<file path="src/hdl/mws_pkg.sv">
package mws_pkg;

  localparam int KEY_MAX_DEF       = 8;
  localparam int POSITION_BITS_DEF = 16;

  localparam int SYM_W     = 8;
  localparam int LEN_W     = 4;
  localparam int BEST_W    = 17;
  localparam int OUT_LEN_W = 16;
  localparam int CFG_W     = 64;
  localparam int CFG_IDX_W = 1;

  localparam logic [CFG_IDX_W-1:0] REG_KEY_SYMBOLS = 1'b0;
  localparam logic [CFG_IDX_W-1:0] REG_KEY_LENGTH  = 1'b1;

  localparam logic [BEST_W-1:0]    BEST_NONE   = 17'h1FFFF;
  localparam logic [BEST_W-1:0]    BEST_SAT    = 17'h1FFFE;
  localparam logic [OUT_LEN_W-1:0] OUT_LEN_MAX = 16'hFFFF;

  typedef struct packed {
    logic [SYM_W-1:0] symbol;
    logic             end_of_message;
  } in_t;

  typedef struct packed {
    logic [OUT_LEN_W-1:0] shortest_length;
    logic                 not_found;
  } out_t;

endpackage

</file>
<file path="src/hdl/mws_cell.sv">
module mws_cell import mws_pkg::*; #(
  parameter int POSITION_BITS = POSITION_BITS_DEF
) (
  input  logic                     clk,
  input  logic                     rst_n,
  input  logic                     step,
  input  logic                     clear,
  input  logic                     enable,
  input  logic [SYM_W-1:0]         key_sym,
  input  logic [SYM_W-1:0]         symbol,
  input  logic [POSITION_BITS-1:0] prev_start,
  input  logic                     prev_valid,
  output logic [POSITION_BITS-1:0] start_r,
  output logic                     valid_r,
  output logic                     load,
  output logic [POSITION_BITS-1:0] load_start
);

  assign load       = step && enable && (key_sym == symbol) && prev_valid;
  assign load_start = prev_start;

  always_ff @(posedge clk) begin
    if (!rst_n) begin
      start_r <= '0;
      valid_r <= 1'b0;
    end else if (clear) begin
      start_r <= '0;
      valid_r <= 1'b0;
    end else if (load) begin
      start_r <= prev_start;
      valid_r <= 1'b1;
    end
  end

endmodule

</file>
<file path="src/hdl/min_window_subsequence.sv">
// Minimum window subsequence finder.
// Input channel (in_valid / in_ready / in_data): one message symbol per word,
// with end_of_message set on the last symbol of a message. Each word is
// matched against the key by a row of key cells, one per key symbol,
// each but the first taking the start index held by its left neighbor.
// Output channel (out_valid / out_ready / out_data): one word per message,
// emitted for the end_of_message word: the shortest window length holding
// the key as a subsequence, or not_found with a length of 0.
// Throughput is one symbol per cycle; the result appears in the cycle after
// the end_of_message word is accepted, from a single output register.
// While that result waits for out_ready, in_ready stays low; otherwise the
// block takes a word every cycle.
// Configuration (cfg_we / cfg_index / cfg_data): index 0 writes the packed
// key symbols, key position 0 in the low byte; index 1 writes the key length
// (0 acts as 1, above KEY_MAX as KEY_MAX). Writes take effect at once.
// Reset (rst_n low, synchronous) clears the message state, empties the
// output register and restores an all-zero key of length 1.
module min_window_subsequence import mws_pkg::*; #(
  parameter int KEY_MAX       = KEY_MAX_DEF,
  parameter int POSITION_BITS = POSITION_BITS_DEF
) (
  input  logic                 clk,
  input  logic                 rst_n,
  input  logic                 in_valid,
  output logic                 in_ready,
  input  in_t                  in_data,
  output logic                 out_valid,
  input  logic                 out_ready,
  output out_t                 out_data,
  input  logic                 cfg_we,
  input  logic [CFG_IDX_W-1:0] cfg_index,
  input  logic [CFG_W-1:0]     cfg_data
);

  localparam int WW = (POSITION_BITS + 1 > BEST_W) ? POSITION_BITS + 1 : BEST_W;

  logic [CFG_W-1:0]         key_symbols_r;
  logic [LEN_W-1:0]         key_length_r;
  logic [LEN_W-1:0]         used_len;
  logic [POSITION_BITS-1:0] pos_r;
  logic [POSITION_BITS-1:0] pos_nxt;
  logic [BEST_W-1:0]        best_r;
  logic [BEST_W-1:0]        best_nxt;
  logic                     out_valid_r;
  out_t                     out_data_r;
  out_t                     out_data_nxt;
  logic                     accept;
  logic                     clear;

  logic [POSITION_BITS-1:0] cell_start [KEY_MAX];
  logic [KEY_MAX-1:0]       cell_valid;
  logic [KEY_MAX-1:0]       cell_load;
  logic [POSITION_BITS-1:0] cell_load_start [KEY_MAX];

  logic                     last_load;
  logic [POSITION_BITS-1:0] last_start;
  logic [WW-1:0]            win;
  logic [BEST_W-1:0]        win_sat;

  assign in_ready  = !out_valid_r || out_ready;
  assign accept    = in_valid && in_ready;
  assign clear     = accept && in_data.end_of_message;
  assign out_valid = out_valid_r;
  assign out_data  = out_data_r;

  always_comb begin
    if (key_length_r == '0) begin
      used_len = LEN_W'(1);
    end else if (key_length_r > LEN_W'(KEY_MAX)) begin
      used_len = LEN_W'(KEY_MAX);
    end else begin
      used_len = key_length_r;
    end
  end

  for (genvar j = 0; j < KEY_MAX; j++) begin : g_cell
    logic [POSITION_BITS-1:0] prev_start;
    logic                     prev_valid;

    if (j == 0) begin : g_head
      assign prev_start = pos_r;
      assign prev_valid = 1'b1;
    end else begin : g_link
      assign prev_start = cell_start[j-1];
      assign prev_valid = cell_valid[j-1];
    end

    mws_cell #(
      .POSITION_BITS (POSITION_BITS)
    ) u_cell (
      .clk        (clk),
      .rst_n      (rst_n),
      .step       (accept),
      .clear      (clear),
      .enable     (LEN_W'(j) < used_len),
      .key_sym    (key_symbols_r[SYM_W*j +: SYM_W]),
      .symbol     (in_data.symbol),
      .prev_start (prev_start),
      .prev_valid (prev_valid),
      .start_r    (cell_start[j]),
      .valid_r    (cell_valid[j]),
      .load       (cell_load[j]),
      .load_start (cell_load_start[j])
    );
  end

  always_comb begin
    last_load  = 1'b0;
    last_start = '0;
    for (int j = 0; j < KEY_MAX; j++) begin
      if (LEN_W'(j) == used_len - LEN_W'(1)) begin
        last_load  = cell_load[j];
        last_start = cell_load_start[j];
      end
    end
  end

  always_comb begin
    win = WW'(pos_r) - WW'(last_start) + WW'(1);
    if (win > WW'(BEST_SAT)) begin
      win_sat = BEST_SAT;
    end else begin
      win_sat = win[BEST_W-1:0];
    end
    best_nxt = best_r;
    if (last_load && (win_sat < best_r)) begin
      best_nxt = win_sat;
    end
    pos_nxt = pos_r;
    if (pos_r != '1) begin
      pos_nxt = pos_r + POSITION_BITS'(1);
    end
    if (best_nxt == BEST_NONE) begin
      out_data_nxt.shortest_length = '0;
      out_data_nxt.not_found       = 1'b1;
    end else begin
      out_data_nxt.shortest_length = (best_nxt > BEST_W'(OUT_LEN_MAX)) ?
                                     OUT_LEN_MAX : best_nxt[OUT_LEN_W-1:0];
      out_data_nxt.not_found       = 1'b0;
    end
  end

  always_ff @(posedge clk) begin
    if (!rst_n) begin
      key_symbols_r <= '0;
      key_length_r  <= LEN_W'(1);
    end else if (cfg_we) begin
      case (cfg_index)
        REG_KEY_SYMBOLS: key_symbols_r <= cfg_data;
        REG_KEY_LENGTH:  key_length_r  <= cfg_data[LEN_W-1:0];
        default:         key_length_r  <= key_length_r;
      endcase
    end
  end

  always_ff @(posedge clk) begin
    if (!rst_n) begin
      pos_r       <= '0;
      best_r      <= BEST_NONE;
      out_valid_r <= 1'b0;
    end else begin
      if (clear) begin
        pos_r  <= '0;
        best_r <= BEST_NONE;
      end else if (accept) begin
        pos_r  <= pos_nxt;
        best_r <= best_nxt;
      end
      if (clear) begin
        out_valid_r <= 1'b1;
      end else if (out_ready) begin
        out_valid_r <= 1'b0;
      end
    end
  end

  always_ff @(posedge clk) begin
    if (clear) begin
      out_data_r <= out_data_nxt;
    end
  end

endmodule

</file>
<file path="config.mk">
export PLATFORM = sky130hd
export DESIGN_NAME = min_window_subsequence
export DESIGN_NICKNAME = d
export VERILOG_FILES = /design/src/hdl/mws_pkg.sv /design/src/hdl/mws_cell.sv /design/src/hdl/min_window_subsequence.sv
export SDC_FILE = /design/constraint.sdc
export NUM_CORES = 1
export LEC_CHECK = 0
export BUFFER_PORTS_ARGS = -buffer_cell sky130_fd_sc_hd__buf_4
export CORE_ASPECT_RATIO = 1.2
export CORE_MARGIN = 2
export CORE_UTILIZATION = 50
export CTS_CLUSTER_SIZE = 20
export DETAILED_ROUTE_END_ITERATION = 8
export PLACE_DENSITY = 0.76
export SLEW_MARGIN = 25
export SYNTH_ARGS = -nofsm -noshare
export SYNTH_HDL_FRONTEND = slang
export SYNTH_SLANG_ARGS = --single-unit
</file>
<file path="constraint.sdc">
create_clock -name clk -period 14.5 [get_ports clk]
set_input_delay 2.175 -clock clk [delete_from_list [all_inputs] [get_ports clk]]
set_output_delay 2.175 -clock clk [all_outputs]
set_load 0.05 [all_outputs]
</file>
==> out/results.tsv, run 1 <==
stage	metric	value	unit
clocking	cts_root_buf	clkbuf_16	
floorplan	core_area	24000	sq um
sta	tightest_slew	0.897	ns
sta	hold_ws	0.452	ns
setup_path	slowest_stage	a21oi_1	
logic_synthesis	yosysTopAreaCellShare	35.9	%
sta	skew	0.0306	ns
setup_path	crit_type	reg -> reg	
logic_synthesis	synth-edff-count	17	
placement	place.gp.congestion	0.911	
sta	fin_crit_sh	50.1	%
global_routing	grt_max_degree	118	
sta	slew_viol_final	0	
drt	drtIter0Drc	902	
sta	tns	0	ns
floorplan	die_area	25900	sq um
drt	viasPerCell	5.79	
logic_synthesis	synth.avg_cell_area	8.84	sq um
floorplan	die_w	147	um
sta	max_slew_margin	40.2	%
sta	rsz0062_at_grt	false	
setup_path	rrSetupSlack	7.24	ns
drt	first_pass_iters	7	
clocking	postCtsSetupBuffers	0	
floorplan	num_rows	62	
setup_path	cp_common_cell	nor2_1	
logic_synthesis	ys_types	69	
clocking	cts_htree_levels	1	
setup_path	cp_max_fo	24	
drt	num_vias	10300	
placement	hpwl	21800	um
global_routing	grt.overflow.total	0	
global_routing	grt_antenna_before_repair	0	
sta	period_needed	7.26	ns
placement	port_buffers	97	
sta	max_freq	0.138	GHz
clocking	cts_tree	built	
logic_synthesis	ys_top_cells_by_area	dfxtp_1, mux2i_1, nand2_1	
logic_synthesis	post-synth-top-count-cell	nand2_1	
global_routing	grt_pass1_wl	51100	um
floorplan	start_util	51.3	%
drt	drc	0	
cells_and_area	fin_nets	1571	
power	power_per_cell_area	107	nW/um^2
cells_and_area	drive_above_1_share	14.4	%
cells_and_area	antennaDiodeCount	0	
clocking	cts_made_buffers	24	
logic_synthesis	synth_seq_area_share	40.0	%
hold_path	hp-class	reg -> reg	
global_routing	track_usage	24.0	%
setup_path	slowest_delay	0.72	ns
placement	placed_cell_area	13200	sq um
floorplan	pin_count	98	
cells_and_area	stdcell_area	14000	sq um
clocking	cts_num_sinks	238	
cells_and_area	syn_to_final_growth	14.0	%
clocking	ctsLongestPathBuffers	3	
sta	finalHoldViolations	0	
setup_path	crit_chain	buf_4, nor2_1, nand3_1, nor2_1, a31oi_1, a221oi_1, ha_1, ha_1, a211oi_2, o31ai_4, a211oi_4, o21ai_0, a21oi_1, xnor2_1, clkinv_1, ha_1, nand4_1, nor2_1, nand2_1, or3_1, a21oi_1, nor2_1, buf_4, a211oi_2	
floorplan	die_height	176	um
cells_and_area	finish.utilization	58.4	%
logic_synthesis	ys.flop_type	dfxtp_1	
logic_synthesis	post-synth-top-area-cell	dfxtp_1	
logic_synthesis	netlist_top_cells_count	nand2_1, dfxtp_1, nor2_1	
logic_synthesis	synth_seq_cells	238	
run	max_cap_viol_count	0	
logic_synthesis	async_reset_ff_share	0	%
setup_path	cp-end-kind	flip-flop	
power	p_leak	0.00547	uW
logic_synthesis	synthesis.nets	1523	
setup_path	critPathRequiredTime	14.86	ns
drt	wirelength	31700	um
clocking	clk_latency	0.54	ns
global_routing	grt_pass1_vias	10100	
clocking	cts_resized	0	
setup_path	cp-start-kind	flip-flop	
setup_path	worstPathArrival	7.62	ns
power	irDropWorstVdd	0.0767	mV
drt	final_antenna_net_count	0	
logic_synthesis	netlist_area	12300	sq um
logic_synthesis	synthCells	1395	
sta	setup_viol	0	
status	status	finished clean	
clocking	clk_pin_slew	0.07	ns
logic_synthesis	synth_warnings	0	
drt	wl_per_cell	17.8	um
clocking	ctsHoldBuffers	0	
## metal layers
| metal | global-route usage (%) | vias to the layer above | share of wire (%) | wire length [um] |
|---|---|---|---|---|
| met5 | 0 | - | 0 | 0 |
| met4 | 9.42 | 0 | 3.3 | 1040 |
| met3 | 3.93 | 82 | 6.7 | 2130 |
| met2 | 40.9 | 403 | 48 | 15400 |
| met1 | 30.5 | 4849 | 42 | 13200 |
| li1 | - | 4972 | - | - |
## report_power, final
group / internal, uW / total [uW] / switching, uW
combinational: 66.8 / 178 / 111
sequential: 683 / 693 / 10.8
clock: 376 / 639 / 262
total: 1130 / 1510 / 384
## final timing paths
kind | startpoint | endpoint | cells after the start
min reg2reg | g_cell[6].u_cell.start_r[9] | g_cell[6].u_cell.start_r[9] | 2
max | key_length_r[3] | out_data[3] | 24
min | g_cell[6].u_cell.start_r[9] | g_cell[6].u_cell.start_r[9] | 2
max reg2reg | key_length_r[3] | out_data[3] | 24
## worst max-delay path: cells and delay by family (launching register included)
family | cells | cell delay (ns)
compound gates | 9 | 2.35
simple gates | 8 | 2.12
fa+ha+maj | 3 | 1.11
buf+inv | 3 | 0.99
flops | 1 | 0.36
xor+xnor | 1 | 0.17
## metrics by stage
stage / setup WS, ns / total power (uW) / cells
after floorplan: 8.25 / 830 / 1395
after global placement: 7.53 / 881 / 1737
after detailed placement: 7.16 / 885 / 1737
after CTS: 7.14 / 1510 / 1781
after global routing: 6.74 / 1560 / 1781
final: 7.24 / 1510 / 1781
## layout by cell type (no fill, tap or decap), types with 4 or more instances in the layout
master,n
nand2_1,228
dfxtp_1,221
nor2_1,160
buf_4,113
mux2i_1,98
a21boi_0,68
xor2_1,50
ha_1,48
a21oi_1,47
xnor2_1,41
nor3_1,30
inv_1,28
clkbuf_16,25
nand4_1,24
nand3_1,23
a222oi_1,21
o211ai_1,20
nor4_1,18
edfxtp_1,17
mux2_2,14
o21ai_0,11
a31oi_1,10
a221oi_1,9
and3_1,8
nor2b_1,8
nor3_2,8
a211oi_2,7
a21o_1,6
clkinv_2,6
nand2b_1,5
or3_1,5
and2_1,5
clkbuf_8,5
clkbuf_1,5
a211oi_1,4
o21a_1,4
and4_1,4
## kinds of logic after synthesis
logic type	share of synthesized area (%)
muxes	9.24
adders and majority gates	5.03
DFF	40.0
xor gates and xnor gates	6.82
AOI/OAI and AO/OA	14.6
and+or+nand+nor	20.0
buffers and inverters	4.22
## final cells by class
class	count	area, sq um
Inverter	30	113
Timing Repair Buffer	114	860
Fill cell	2108	10000
Multi-Input combinational cell	1035	6930
Clock inverter	9	97.6
Sequential cell	238	4930
Clock buffer	35	713
Tap cell	320	400
## state kept, by name, indices dropped and copies added, names as in the netlist
register               flops
best_r                    17
g_cell.prev_start         16
g_cell.u_cell.start_r    112
g_cell.u_cell.valid_r      7
key_length_r               4
key_symbols_r             64
out_data                  17
out_valid                  1
Note: power is estimated with default switching activity, not from simulation.
==> inputs of run 2 (changes only) <==
==> constraint.sdc (replaced) <==
create_clock -name clk -period 6.8 [get_ports clk]
set_input_delay 1.02 -clock clk [delete_from_list [all_inputs] [get_ports clk]]
set_output_delay 1.02 -clock clk [all_outputs]
set_load 0.05 [all_outputs]
==> run 2 against run 1 <==
Register-to-register slack worse by 6.7 ns; clock-buffer cell count up 5; sequential cell count unchanged; die area unchanged; clock skew down 0.011 ns; via count down 0.25%; total power up 110%; final cell count up 0.51%; final area up 0.75%; sequential share of layout area down 0.25 points; critical path type unchanged; critical endpoint is now out_data[13]; largest cell class unchanged.
==> out/results.tsv, run 2 (synthesis results as in run 1) <==
stage	metric	value	unit	change
global_routing	grt_pass1_wl	50200	um	-1.6%
sta	skew	0.0200	ns	-0.0106 ns
cells_and_area	syn_to_final_growth	14.8	%	
power	seqPwrFrac	45.6	%	-0.3 points
sta	slew_viol_final	0		unchanged
global_routing	track_usage	23.4	%	-0.57 points
clocking	ctsLongestPathBuffers	3		unchanged
drt	final_antenna_net_count	0		unchanged
global_routing	grt.overflow.total	0		unchanged
setup_path	crit_type	reg -> reg		
power	power_switching	821	uW	+110%
floorplan	num_rows	62		unchanged
drt	viasPerCell	5.74		-0.75%
setup_path	slowest_delay	0.43	ns	-0.29 ns
floorplan	die_height	176	um	unchanged
power	p_int	2420	uW	+120%
setup_path	slowest_stage	or3_1		
clocking	cts_root_buf	clkbuf_16		
clocking	ctsHoldBuffers	0		unchanged
power	total_power	3250	uW	+110%
sta	tightest_slew	1.08	ns	+0.180 ns
floorplan	die_area	25900	sq um	unchanged
clocking	cts_htree_levels	1		unchanged
cells_and_area	antennaDiodeCount	0		unchanged
cells_and_area	finish.utilization	58.9	%	+0.44 points
hold_path	hp-class	reg -> reg		
drt	drc	0		unchanged
cells_and_area	final_common_cell	nand2_1		
placement	port_buffers	97		unchanged
setup_path	cp_max_fo	34		+42%
sta	fin_crit_sh	92.7	%	+43 points
cells_and_area	final_cell_mix	nand2_1, dfxtp_1, nor2_1		
drt	drtIter0Drc	875		-3.0%
power	power_per_cell_area	229	nW/um^2	+110%
cells_and_area	largest_reg_flops	112		unchanged
sta	max_slew_margin	28.2	%	-12 points
placement	place.gp.congestion	0.892		-2.1%
setup_path	cp-end-kind	flip-flop		
setup_path	critPathRequiredTime	7.08	ns	-7.78 ns
power	power_frac_comb	11.9	%	about the same
cells_and_area	fin_nets	1579		+0.51%
power	p_leak	0.00552	uW	+0.93%
floorplan	core_area	24000	sq um	unchanged
cells_and_area	drive_above_1_share	15.1	%	+0.73 points
floorplan	pin_count	98		unchanged
sta	hold_ws	0.455	ns	+0.00231 ns
floorplan	die_w	147	um	unchanged
power	irDropWorstVdd	0.198	mV	+160%
clocking	clk_pin_slew	0.06	ns	about the same
sta	finalHoldViolations	0		unchanged
clocking	cts_made_buffers	25		+4.2%
power	switching_share	25.3	%	-0.13 points
run	max_cap_viol_count	0		unchanged
setup_path	cp-start-kind	flip-flop		
clocking	cts_num_sinks	238		unchanged
setup_path	worstPathArrival	6.58	ns	-1.04 ns
drt	wirelength	30700	um	-3.1%
global_routing	grt_max_degree	104		-12%
global_routing	grt_pass1_vias	10000		-0.52%
cells_and_area	top_regs	g_cell.u_cell.start_r x112, key_symbols_r x64		
global_routing	grt_antenna_before_repair	0		unchanged
sta	period_needed	6.30	ns	-0.960 ns
drt	num_vias	10300		-0.25%
setup_path	cpLargestDelayFamily	compound AO/OA/AOI/OAI gates		
floorplan	start_util	51.3	%	unchanged
clocking	clk_latency	0.53	ns	about the same
clocking	cts_tree	built		
status	status	finished clean		
cells_and_area	largest_register	g_cell.u_cell.start_r		
power	clockPowerShare	42.5	%	+0.2 points
setup_path	path_buf_inv	3		unchanged
drt	wl_per_cell	17.2	um	-3.6%
sta	tns	0	ns	unchanged
drt	first_pass_iters	6		-1
sta	max_freq	0.159	GHz	+15%
sta	rsz0062_at_grt	false		
sta	setup_viol	0		unchanged
placement	hpwl	21700	um	-0.35%
## run 2: cell types whose count changed in the layout (fill, tap and decap cells not counted), moves of 2 or more
cell,delta
clkinv_2,-5
buf_4,+6
clkbuf_8,+4
inv_6,+2
## run 2: power by group through the flow
stage          clock network (uW)  registers, uW  logic, uW
4_1_cts                      1400           1480        376
6_report                     1380           1480        387
2_1_floorplan                   0           1540        225
3_3_place_gp                    0           1510        369
3_5_place_dp                    0           1510        374
5_1_grt                      1460           1480        418
## run 2: repair_timing
item | 4_1_cts | 5_1_grt
gates resized for setup | 0 | 6
endpoints found under the setup margin | 0 | 32
setup buffers | 0 | 1
## run 2: worst paths after layout
| path | startpoint | end | slack (ns) | depth (start not counted) |
|---|---|---|---|---|
| setup / recovery | key_length_r[1] | out_data[13] | 0.50 | 26 |
| hold / removal | g_cell[6].u_cell.start_r[8] | g_cell[6].u_cell.start_r[8] | 0.45 | 2 |
| setup reg to reg | key_length_r[1] | out_data[13] | 0.50 | 26 |
| hold reg to reg | g_cell[6].u_cell.start_r[8] | g_cell[6].u_cell.start_r[8] | 0.45 | 2 |
## run 2: layer usage
metal	track usage, %	up-vias	routed length [um]	part of all wire [%]
met3	2.87	75	1750	5.7
met1	30.0	4852	13000	42
met5	0	-	0	0
li1	-	4995	-	-
met4	9.25	0	1030	3.3
met2	40.4	358	15000	49
## run 2: tightest hold or removal path, cell delays in order (launching register included)
cell and delay, ns:
dfxtp_1 0.31, nand2_1 0.05, a21oi_1 0.05
## run 2: layout make-up
class / instances / area [sq um]
tap: 320 / 400
clock inverter: 6 / 68.8
timing repair buffer: 121 / 928
inverter: 30 / 113
sequential: 238 / 4940
fill: 2075 / 9900
clock buffer: 40 / 772
multi-input combinational: 1035 / 6930
## run 2: per-stage QoR
step | setup WS [ns] | area (sq um) | cells
floorplan | 0.546 | 12300 | 1395
global placement | 0.426 | 13300 | 1743
detailed placement | 0.338 | 13300 | 1743
CTS | 0.271 | 14100 | 1789
global route | 0.0200 | 14200 | 1790
finish | 0.498 | 14200 | 1790
